$ cat src/hw/rtl/scsepwm_pkg.sv
// ----------------------------------------------------------------------------
// scsepwm_pkg: shared types and constants of the six-channel PWM timer
// Command codes, register map, control bit positions and the result
// word that passes from the timer core to the output stage.
// ----------------------------------------------------------------------------
package scsepwm_pkg;

    // Widths of the stream words.
    localparam int IN_TDATA_W  = 40;
    localparam int IN_TUSER_W  = 2;
    localparam int OUT_TDATA_W = 72;
    localparam int ADDR_W      = 4;
    localparam int DATA_W      = 32;
    localparam int PWM_W       = 6;

    // Item kinds carried in tuser.
    typedef enum logic [1:0] {
        CMD_TICK  = 2'd0,
        CMD_WRITE = 2'd1,
        CMD_READ  = 2'd2,
        CMD_NONE  = 2'd3
    } t_cmd;

    // Register map.
    localparam logic [ADDR_W-1:0] ADDR_CTRL   = 4'd0;
    localparam logic [ADDR_W-1:0] ADDR_MCR    = 4'd1;
    localparam logic [ADDR_W-1:0] ADDR_PERIOD = 4'd2;
    localparam logic [ADDR_W-1:0] ADDR_MATCH0 = 4'd3;
    localparam logic [ADDR_W-1:0] ADDR_LATCH  = 4'd9;
    localparam logic [ADDR_W-1:0] ADDR_OUTEN  = 4'd10;

    // Bit positions inside the control registers.
    localparam int CTRL_EN_BIT   = 0;
    localparam int CTRL_PWM_BIT  = 3;
    localparam int MCR_RESET_BIT = 1;

    // One result word.
    typedef struct packed {
        logic [DATA_W-1:0] count;
        logic [PWM_W-1:0]  pwm_out;
        logic [DATA_W-1:0] rdata;
    } t_result;

endpackage

$ cat src/hw/rtl/six_channel_single_edge_pwm.sv
// ----------------------------------------------------------------------------
// six_channel_single_edge_pwm: six-channel single-edge PWM timer
// Usage:
//   The slave stream carries one word per tick, register write or register
//   read; tuser holds the kind and tdata the address and the write value.
//   Every accepted word yields exactly one master-side word holding the
//   read data, the gated PWM levels and the counter value after the word.
//   Period and match writes go to shadow registers and reach the active
//   registers at the next period reset when their latch bit is set.
//   The result word appears the cycle after its input word is accepted.
//   Throughput is one word per cycle while the receiver is ready, set by
//   the single pass through the counter compare and register decode.
//   The input is ready whenever the output register is empty or is being
//   taken, so a stalled receiver holds the result and stops the input after
//   one word. Reset clears all timer state, registers and the output valid.
// ----------------------------------------------------------------------------
module six_channel_single_edge_pwm #(
    parameter int CHANNELS    = 6,
    parameter int COUNT_WIDTH = 32
) (
    input  logic                                  i_clk,
    input  logic                                  i_rst_n,
    input  logic                                  i_s_tvalid,
    output logic                                  o_s_tready,
    // tdata fields from bit 0: reg_addr[3:0], wdata[35:4], zero fill [39:36]
    input  logic [scsepwm_pkg::IN_TDATA_W-1:0]    i_s_tdata,
    // tuser fields from bit 0: cmd[1:0]
    input  logic [scsepwm_pkg::IN_TUSER_W-1:0]    i_s_tuser,
    output logic                                  o_m_tvalid,
    input  logic                                  i_m_tready,
    // tdata fields from bit 0: rdata[31:0], pwm_out[37:32], count[69:38],
    // zero fill [71:70]
    output logic [scsepwm_pkg::OUT_TDATA_W-1:0]   o_m_tdata
);

    logic                 accept;
    scsepwm_pkg::t_cmd    cmd;
    scsepwm_pkg::t_result result;
    scsepwm_pkg::t_result r_out;
    logic                 r_out_valid;

    assign o_s_tready = !r_out_valid || i_m_tready;
    assign accept     = i_s_tvalid && o_s_tready;
    assign cmd        = scsepwm_pkg::t_cmd'(i_s_tuser);

    // Timer core.
    scsepwm_core #(
        .CHANNELS    (CHANNELS),
        .COUNT_WIDTH (COUNT_WIDTH)
    ) u_core (
        .i_clk    (i_clk),
        .i_rst_n  (i_rst_n),
        .i_accept (accept),
        .i_cmd    (cmd),
        .i_addr   (i_s_tdata[scsepwm_pkg::ADDR_W-1:0]),
        .i_wdata  (i_s_tdata[scsepwm_pkg::ADDR_W +: scsepwm_pkg::DATA_W]),
        .o_result (result)
    );

    // Output register valid flag.
    always_ff @(posedge i_clk) begin
        if (!i_rst_n) begin
            r_out_valid <= 1'b0;
        end else if (o_s_tready) begin
            r_out_valid <= i_s_tvalid;
        end
    end

    // Output register payload.
    always_ff @(posedge i_clk) begin
        if (accept) begin
            r_out <= result;
        end
    end

    assign o_m_tvalid = r_out_valid;
    assign o_m_tdata  = scsepwm_pkg::OUT_TDATA_W'(r_out);

endmodule

$ cat src/hw/rtl/scsepwm_core.sv
// ----------------------------------------------------------------------------
// scsepwm_core: register file, counter and channel logic of the PWM timer
// Applies one tick, write or read per accepted word and presents the
// result word that follows from it in the same cycle.
// ----------------------------------------------------------------------------
module scsepwm_core #(
    parameter int CHANNELS    = 6,
    parameter int COUNT_WIDTH = 32
) (
    input  logic                             i_clk,
    input  logic                             i_rst_n,
    input  logic                             i_accept,
    input  scsepwm_pkg::t_cmd                i_cmd,
    input  logic [scsepwm_pkg::ADDR_W-1:0]   i_addr,
    input  logic [scsepwm_pkg::DATA_W-1:0]   i_wdata,
    output scsepwm_pkg::t_result             o_result
);

    localparam int CH_IDX_W = (CHANNELS > 1) ? $clog2(CHANNELS) : 1;

    // Timer state.
    logic [COUNT_WIDTH-1:0] r_count,      n_count;
    logic                   r_cnt_en,     n_cnt_en;
    logic                   r_pwm_mode,   n_pwm_mode;
    logic                   r_ror,        n_ror;
    logic [COUNT_WIDTH-1:0] r_period_sh,  n_period_sh;
    logic [COUNT_WIDTH-1:0] r_period_act, n_period_act;
    logic [COUNT_WIDTH-1:0] r_match_sh  [CHANNELS];
    logic [COUNT_WIDTH-1:0] n_match_sh  [CHANNELS];
    logic [COUNT_WIDTH-1:0] r_match_act [CHANNELS];
    logic [COUNT_WIDTH-1:0] n_match_act [CHANNELS];
    logic [CHANNELS:0]      r_latch,      n_latch;
    logic [CHANNELS-1:0]    r_outen,      n_outen;
    logic [CHANNELS-1:0]    r_level,      n_level;

    logic [COUNT_WIDTH-1:0]         cnt_inc;
    logic                           wrap;
    logic [scsepwm_pkg::ADDR_W-1:0] addr_off;
    logic                           is_match;
    logic [CH_IDX_W-1:0]            ch_idx;
    logic [scsepwm_pkg::DATA_W-1:0] rdata;
    logic [CHANNELS-1:0]            pwm_vis;

    // Match register decode.
    assign addr_off = i_addr - scsepwm_pkg::ADDR_MATCH0;
    assign is_match = (i_addr >= scsepwm_pkg::ADDR_MATCH0)
                      && (addr_off < scsepwm_pkg::ADDR_W'(CHANNELS));
    assign ch_idx   = addr_off[CH_IDX_W-1:0];

    // Next state and read data for the word at the input.
    always_comb begin
        n_count      = r_count;
        n_cnt_en     = r_cnt_en;
        n_pwm_mode   = r_pwm_mode;
        n_ror        = r_ror;
        n_period_sh  = r_period_sh;
        n_period_act = r_period_act;
        n_match_sh   = r_match_sh;
        n_match_act  = r_match_act;
        n_latch      = r_latch;
        n_outen      = r_outen;
        n_level      = r_level;
        cnt_inc      = r_count + COUNT_WIDTH'(1);
        wrap         = 1'b0;
        rdata        = '0;
        unique case (i_cmd)
            scsepwm_pkg::CMD_TICK: begin
                if (r_cnt_en) begin
                    wrap    = r_ror && (cnt_inc == r_period_act);
                    n_count = wrap ? '0 : cnt_inc;
                    // Period reset: load pending shadows, then raise enabled channels.
                    if (wrap) begin
                        if (r_latch[0]) begin
                            n_period_act = r_period_sh;
                        end
                        for (int ch = 0; ch < CHANNELS; ch++) begin
                            if (r_latch[ch+1]) begin
                                n_match_act[ch] = r_match_sh[ch];
                            end
                        end
                        n_latch = '0;
                        if (r_pwm_mode) begin
                            for (int ch = 0; ch < CHANNELS; ch++) begin
                                if (r_outen[ch] && (n_match_act[ch] != '0)) begin
                                    n_level[ch] = 1'b1;
                                end
                            end
                        end
                    end
                    // A match drops its channel.
                    if (r_pwm_mode) begin
                        for (int ch = 0; ch < CHANNELS; ch++) begin
                            if (n_count == n_match_act[ch]) begin
                                n_level[ch] = 1'b0;
                            end
                        end
                    end
                end
            end
            scsepwm_pkg::CMD_WRITE: begin
                priority if (i_addr == scsepwm_pkg::ADDR_CTRL) begin
                    n_cnt_en   = i_wdata[scsepwm_pkg::CTRL_EN_BIT];
                    n_pwm_mode = i_wdata[scsepwm_pkg::CTRL_PWM_BIT];
                end else if (i_addr == scsepwm_pkg::ADDR_MCR) begin
                    n_ror = i_wdata[scsepwm_pkg::MCR_RESET_BIT];
                end else if (i_addr == scsepwm_pkg::ADDR_PERIOD) begin
                    n_period_sh = i_wdata[COUNT_WIDTH-1:0];
                end else if (is_match) begin
                    n_match_sh[ch_idx] = i_wdata[COUNT_WIDTH-1:0];
                end else if (i_addr == scsepwm_pkg::ADDR_LATCH) begin
                    n_latch = i_wdata[CHANNELS:0];
                end else if (i_addr == scsepwm_pkg::ADDR_OUTEN) begin
                    n_outen = i_wdata[CHANNELS-1:0];
                end else begin
                end
            end
            scsepwm_pkg::CMD_READ: begin
                priority if (i_addr == scsepwm_pkg::ADDR_CTRL) begin
                    rdata[scsepwm_pkg::CTRL_EN_BIT]  = r_cnt_en;
                    rdata[scsepwm_pkg::CTRL_PWM_BIT] = r_pwm_mode;
                end else if (i_addr == scsepwm_pkg::ADDR_MCR) begin
                    rdata[scsepwm_pkg::MCR_RESET_BIT] = r_ror;
                end else if (i_addr == scsepwm_pkg::ADDR_PERIOD) begin
                    rdata = scsepwm_pkg::DATA_W'(r_period_sh);
                end else if (is_match) begin
                    rdata = scsepwm_pkg::DATA_W'(r_match_sh[ch_idx]);
                end else if (i_addr == scsepwm_pkg::ADDR_LATCH) begin
                    rdata = scsepwm_pkg::DATA_W'(r_latch);
                end else if (i_addr == scsepwm_pkg::ADDR_OUTEN) begin
                    rdata = scsepwm_pkg::DATA_W'(r_outen);
                end else begin
                end
            end
            default: begin
            end
        endcase
    end

    // Visible outputs follow the state after the word.
    assign pwm_vis          = n_pwm_mode ? (n_level & n_outen) : '0;
    assign o_result.rdata   = rdata;
    assign o_result.pwm_out = scsepwm_pkg::PWM_W'(pwm_vis);
    assign o_result.count   = scsepwm_pkg::DATA_W'(n_count);

    // State update on each accepted word.
    always_ff @(posedge i_clk) begin
        if (!i_rst_n) begin
            r_count      <= '0;
            r_cnt_en     <= 1'b0;
            r_pwm_mode   <= 1'b0;
            r_ror        <= 1'b0;
            r_period_sh  <= '0;
            r_period_act <= '0;
            for (int ch = 0; ch < CHANNELS; ch++) begin
                r_match_sh[ch]  <= '0;
                r_match_act[ch] <= '0;
            end
            r_latch      <= '0;
            r_outen      <= '0;
            r_level      <= '0;
        end else if (i_accept) begin
            r_count      <= n_count;
            r_cnt_en     <= n_cnt_en;
            r_pwm_mode   <= n_pwm_mode;
            r_ror        <= n_ror;
            r_period_sh  <= n_period_sh;
            r_period_act <= n_period_act;
            r_match_sh   <= n_match_sh;
            r_match_act  <= n_match_act;
            r_latch      <= n_latch;
            r_outen      <= n_outen;
            r_level      <= n_level;
        end
    end

endmodule
$ cat config.mk
export PLATFORM = sky130hd
export DESIGN_NAME = six_channel_single_edge_pwm
export DESIGN_NICKNAME = d
export VERILOG_FILES = /design/src/hw/rtl/scsepwm_pkg.sv /design/src/hw/rtl/six_channel_single_edge_pwm.sv /design/src/hw/rtl/scsepwm_core.sv
export SDC_FILE = /design/constraint.sdc
export NUM_CORES = 2
export LEC_CHECK = 0
export BUFFER_PORTS_ARGS = -buffer_cell sky130_fd_sc_hd__buf_2
export CORE_MARGIN = 1
export CORE_UTILIZATION = 46
export DETAILED_ROUTE_END_ITERATION = 12
export GPL_ROUTABILITY_DRIVEN = 1
export PLACE_DENSITY = 0.7
export SLEW_MARGIN = 20
export SYNTH_ARGS = -nofsm -noshare
export SYNTH_HDL_FRONTEND = slang
export SYNTH_SLANG_ARGS = --single-unit
export TNS_END_PERCENT = 30
$ cat constraint.sdc
create_clock -name i_clk -period 4.39 [get_ports i_clk]
set_input_delay 0.439 -clock i_clk [delete_from_list [all_inputs] [get_ports i_clk]]
set_output_delay 0.439 -clock i_clk [all_outputs]
set_load 0.01 [all_outputs]
---- Word-level counts from Yosys, hierarchy flattened ----
Cells that the tools add are included.
word-level totals
  register bits ........................... 573
  input port bits ......................... 46
operators by class
  $add $sub $neg .......................... 2
  $lt $le $gt $ge ......................... 4
  eq/ne operators ......................... 20
  multiplexer cells ....................... 79
  bitwise operators ....................... 6
  reductions and logical operators ........ 30
operator list
  cell                                                               count
  two-way mux 32 bit                                                 32
  two-way mux 192 bit                                                3
  equality test 32 bit                                               7
  bitwise mux 192 bit                                                1
  nonzero test 32 bit                                                6
  binary-select mux 32 bit (select 3 bit)                            1
  demux 32 bit (select 3 bit)                                        1
  two-way mux 6 bit                                                  13
  two-way mux 7 bit                                                  8
  adder 32 x 1 -> 32 bit, second input constant                      1
  two-way mux 1 bit                                                  18
  one-hot mux 7 bit (2 select lines)                                 1
  logical AND 1 bit                                                  10
  AND reduction 5 bit                                                2
  AND reduction 9 bit                                                1
  equality test 4 bit, second input constant                         2
  inequality test 2 bit, second input constant                       4
  AND 6 bit                                                          1
  inequality test 2 x 1 -> 1 bit, second input constant              3
  AND reduction 3 bit                                                2
  AND reduction 6 bit                                                1
  equality test 4 x 1 -> 1 bit, second input constant                1
  equality test 4 x 2 -> 1 bit, second input constant                1
  greater-or-equal comparator 4 x 2 -> 1 bit, second input constant  1
  other kinds (17)                                                   20

---- Depth between registers and ports, before layout ----
  depth in word-level cells ............... 16
  depth in mapped cells ................... 16
  gate-level depth less buffers ........... 12

---- Modules after synthesis ----
Synthesis repeated with hierarchy kept, for this count alone.
second synthesis, totals
  cells, all modules ...................... 3,798
  area, all modules ....................... 29,170.5 sq um
modules (own cells, without submodules)
  module                       instances  cells each  area an instance (sq um)
  scsepwm_core                 1          3,720       26,992.1
  six_channel_single_edge_pwm  1          78          2,178.3

---- Worst setup path before layout ----
OpenSTA, ideal clock, no wires.
  path type ............................... register -> register
  start ................................... reg u_core.r_count[0]
  end ..................................... reg r_out, in the netlist o_m_tdata[36] (data pin)
  setup time .............................. 0.275 ns
  arrival ................................. 3.719 ns
  required time ........................... 4.115 ns
  slack ................................... 0.395 ns
  cell stages (with the launch flop) ...... 12
  buffers on the path ..................... 1
  path through ............................ dfxtp_1 ha_1 nand3_1 buf_2 nor4_1 xnor2_2 xnor2_1 or4_1 or4_1 or4_1 a221oi_2 nor4_1
between the ends
  longest elaborated chain between the ends .. 12
ends and longest elaborated chain
  what                      line                               source
  start, declared           scsepwm_core.sv:22                 logic [COUNT_WIDTH-1:0] r_count, n_count;
  start signal, assigned    scsepwm_core.sv:162                r_count <= n_count;
  adder 32 x 1 -> 32 bit *  scsepwm_core.sv:63                 cnt_inc = r_count + COUNT_WIDTH'(1);
  equality test 32 bit      scsepwm_core.sv:69                 wrap = r_ror && (cnt_inc == r_period_act);
  logical AND 1 bit         scsepwm_core.sv:69
  two-way mux 192 bit       scsepwm_core.sv:72                 if (wrap) begin
  two-way mux 192 bit       scsepwm_core.sv:68                 if (r_cnt_en) begin
  two-way mux 192 bit       scsepwm_core.sv:66                 unique case (i_cmd)
  equality test 32 bit      scsepwm_core.sv:93                 if (n_count == n_match_act[ch]) begin
  two-way mux 1 bit         scsepwm_core.sv:93
  two-way mux 6 bit *       scsepwm_core.sv:91                 if (r_pwm_mode) begin
  two-way mux 6 bit *       scsepwm_core.sv:68
  two-way mux 6 bit *       scsepwm_core.sv:66
  AND 6 bit *               scsepwm_core.sv:140                assign pwm_vis = n_pwm_mode ? (n_level & n_outen) : '0;
  end signal, assigned      six_channel_single_edge_pwm.sv:72  r_out <= result;
  end, declared             six_channel_single_edge_pwm.sv:39  scsepwm_pkg::t_result r_out;
Mark *: on every way between the ends. The rest lies on a longest branch, timed or not. The select of a mux whose other input is x is not followed.
A chain may end at the register's enable or synchronous reset.

---- Final worst setup path ----
Ends and elaborated chain as after synthesis.

==> results by group <==
Detailed routing
  • 1st-pass router iterations: 8
  • Antenna Nets Post-Route: 0
  • Via density: 6.103
  • DRT iter0 DRCs: 3432
  • Avg WL per Cell: 27.13 microns
  • Routed via count: 26562
  • Total wire length: 118.1 mm
  • Remaining DRCs: 0

Clock network
  • Clk buf depth: 3
  • H-tree depth: 3
  • # hold bufs at CTS: 0
  • TritonCTS clock tree: built
  • CTS root buf: clkbuf_16
  • CTS Buf Count: 66
  • Worst skew pair latency: 0.63 ns
  • Sink Count: 573
  • Clk slew on worst S/H paths: 0.06 ns

Floorplanning
  • # IOs: between 100 and 150
  • Die area: 65560 sq um
  • Row Count: 92
  • Starting Density: 0.4681
  • Die height: around 260 microns
  • Core region area: around 63000 sq um
  • Die width: 256.0 microns

Place
  • Placer Congestion: between 1 and 1.5
  • Post-DP HPWL: 89.53 mm
  • IO Port Bufs: 113

Synthesis
  • Async SR Flop Fraction: 0
  • Combinational family with the most area after synthesis: simple AND/OR/NAND/NOR gates
  • Synth Area in Adders: 0.002107
  • Synth warn: 0
  • Synth Cell Area: 29690 sq um
  • Primary FF master, synth: dfxtp_1
  • Multiplexer share of the synthesized area: 0.1072
  • Post-Syn Area per Cell: 8.881 sq um
  • Post-Synth Simple-Gate Area: 0.2259
  • XOR/XNOR Fraction of Synth Area: 0.07746
  • Synth cell types: 80
  • Post-synthesis compound-gate area fraction: 0.1394
  • Register area share after synthesis: 0.4100
  • Number of synthesized flops with an enable pin: 70
  • #FFs+latches synth: 573
  • Cell count after synthesis: 3343

STA
  • Fmax: 0.2325 GHz
  • Final Skew: 0.02161 ns
  • Minimum clock period: around 4.3 ns
  • Slew HR: 0.2573
  • Final hold viol count: 0
  • Fin crit share: 0.9796
  • Max Slew Vio Count: 0
  • Worst Hold Slack: 0.07324 ns
  • Final setup viols: 0
  • Slew @ Worst Pin: 1.086 ns
  • Post-route setup TNS: 0 ns

Run status
  • Status: complete, no violations

Worst setup path
  • WP data required: 4.74 ns
  • Startpoint type of the worst setup path: register
  • Crit path max fanout: 14
  • WP data arrival: 4.65 ns
  • CP endpoint kind: register
  • Critical path type: reg -> reg

GRT
  • Largest net degree at the start of global routing: 130
  • First-pass GRT wire length: 170.9 mm
  • Number of global-route vias before repair: 24803
  • Overflow after GRT: 0
  • Initial antenna violation count: 7
  • Total GRT Usage: 0.3545

Power and ir drop
  • Static leakage: 13.11 nW
  • Tot Pwr: between 10 and 15 mW
  • P per Cell Area: 334.6 nW/um^2
  • Worst vdd rail ir drop: 282.5 uV

Cells and area
  • Most common cell after layout, fill and taps aside: nand2_1
  • Most frequent cells in the layout: 614 x nand2_1, 503 x dfxtp_1, 273 x a21boi_0
  • Final net count: 3501
  • Syn-to-layout area delta: 14.79%
  • Fraction of layout cells with a size suffix above 1: 0.1319

Min path
  • Hold Path Class: in -> reg

Run
  • Max Cap Viol: 0
## report_power, final
group	internal, mW	switching (mW)	total [mW]
clock	3.16	2.36	5.52
combinational	0.175	0.344	0.519
sequential	5.34	0.0212	5.36
## logic make-up (layout without fill, tap and decap cells)
| group | Yosys count | after routing |
|---|---|---|
| AOI/OAI and AO/OA | 587 | 587 |
| xor gates and xnor gates | 237 | 237 |
| adders and majority gates | 5 | 5 |
| buffers and inverters | 276 | 434 |
| DFF | 573 | 573 |
| muxes | 279 | 279 |
| other | 1 | 6 |
| and+or+nand+nor | 1385 | 1385 |
## per-stage QoR
stage,worst slack [ns],util,cells,area (sq um)
after global routing,-0.007016,0.5371,4348,34070
after CTS,0.09907,0.5362,4346,34010
final,0.08974,0.5373,4352,34080
after global placement,0.1567,0.5021,4226,31850
after floorplan,0.3953,-,3344,29690
after detailed placement,0.1266,0.5021,4226,31850
## worst paths after layout
path                                         from                                   end  slack [ns]  cells after the start
max reg2reg        u_core.r_count[0]$_SDFFE_PN0P_           o_m_tdata[36]$_SDFFCE_PN0P_        0.09                     13
min                                    i_s_tvalid               o_m_tvalid$_SDFFE_PN0N_        0.07                      3
max                u_core.r_count[0]$_SDFFE_PN0P_           o_m_tdata[36]$_SDFFCE_PN0P_        0.09                     13
min reg2reg  u_core.r_period_act[22]$_SDFFE_PN0P_  u_core.r_period_act[22]$_SDFFE_PN0P_        0.48                      2
## synthesized netlist by cell type (all sizes together) (6+ instances only)
master / instances / share of area
nand2: 615 / 0.078
dfxtp: 503 / 0.34
a21boi: 275 / 0.070
mux2i: 247 / 0.083
nor2b: 226 / 0.048
clkbuf: 183 / 0.023
nor2: 146 / 0.019
xnor2: 143 / 0.044
nor3: 101 / 0.017
a21oi: 89 / 0.015
nor4: 88 / 0.019
xor2: 81 / 0.024
edfxtp: 70 / 0.071
o21ai: 65 / 0.011
buf: 63 / 0.011
nand3: 59 / 0.010
nand4: 35 / 0.0076
mux4: 31 / 0.024
a2111oi: 29 / 0.0088
inv: 28 / 0.0035
or4: 28 / 0.0071
o31ai: 23 / 0.0058
nand2b: 18 / 0.0038
or3: 17 / 0.0036
a31oi: 16 / 0.0034
o211ai: 13 / 0.0033
xnor3: 13 / 0.0099
and3: 11 / 0.0023
and4: 9 / 0.0027
a211oi: 8 / 0.0020
and2: 8 / 0.0017
nor4b: 8 / 0.0024
o2111ai: 7 / 0.0021
a311oi: 6 / 0.0018
a41oi: 6 / 0.0018
o21a: 6 / 0.0015
## routing by layer
layer,wire length (microns),part of all wire,GRT usage,vias up
li1,-,-,-,11930
met1,46110,0.39,0.4513,12779
met2,50070,0.42,0.5303,1449
met3,14300,0.12,0.1157,394
met4,7536,0.064,0.1919,10
met5,59,0.00050,0,-
## registers in the layout, indices dropped and copies added (netlist names), 7 cells and up
signal and flops:
u_core.r_latch 7, u_core.r_period_sh 32, u_core.r_match_sh 192, u_core.r_period_act 32
u_core.r_count 32, o_m_tdata 70, u_core.r_match_act 192
## worst max-delay path, cell delays in order, from the launching register on
cell	delay (ns)
dfxtp_1	0.34
buf_4	0.29
nand4_1	0.17
buf_4	0.23
nor3_1	0.44
xnor2_1	0.21
buf_4	0.24
xor2_1	0.15
o21ai_0	0.10
a2111o_1	0.35
or4_1	0.38
or4_1	0.52
a221oi_2	0.51
nor4_1	0.08
## what timing repair did
| action | in CTS | in global routing |
|---|---|---|
| endpoints found under the setup margin | 0 | 24 |
| buffers inserted | 0 | 2 |
| resized for setup | 0 | 6 |
## final cells by class
cell class	instances	area, sq um
Multi-Input combinational cell	2495	16500
Timing Repair Buffer	284	2066
Antenna cell	4	10.01
Tap cell	846	1059
Fill cell	5922	29350
Sequential cell	573	12170
Clock inverter	29	314.1
Inverter	30	113.9
Clock buffer	91	1846
No activity file was read; power rests on OpenSTA's default activity.
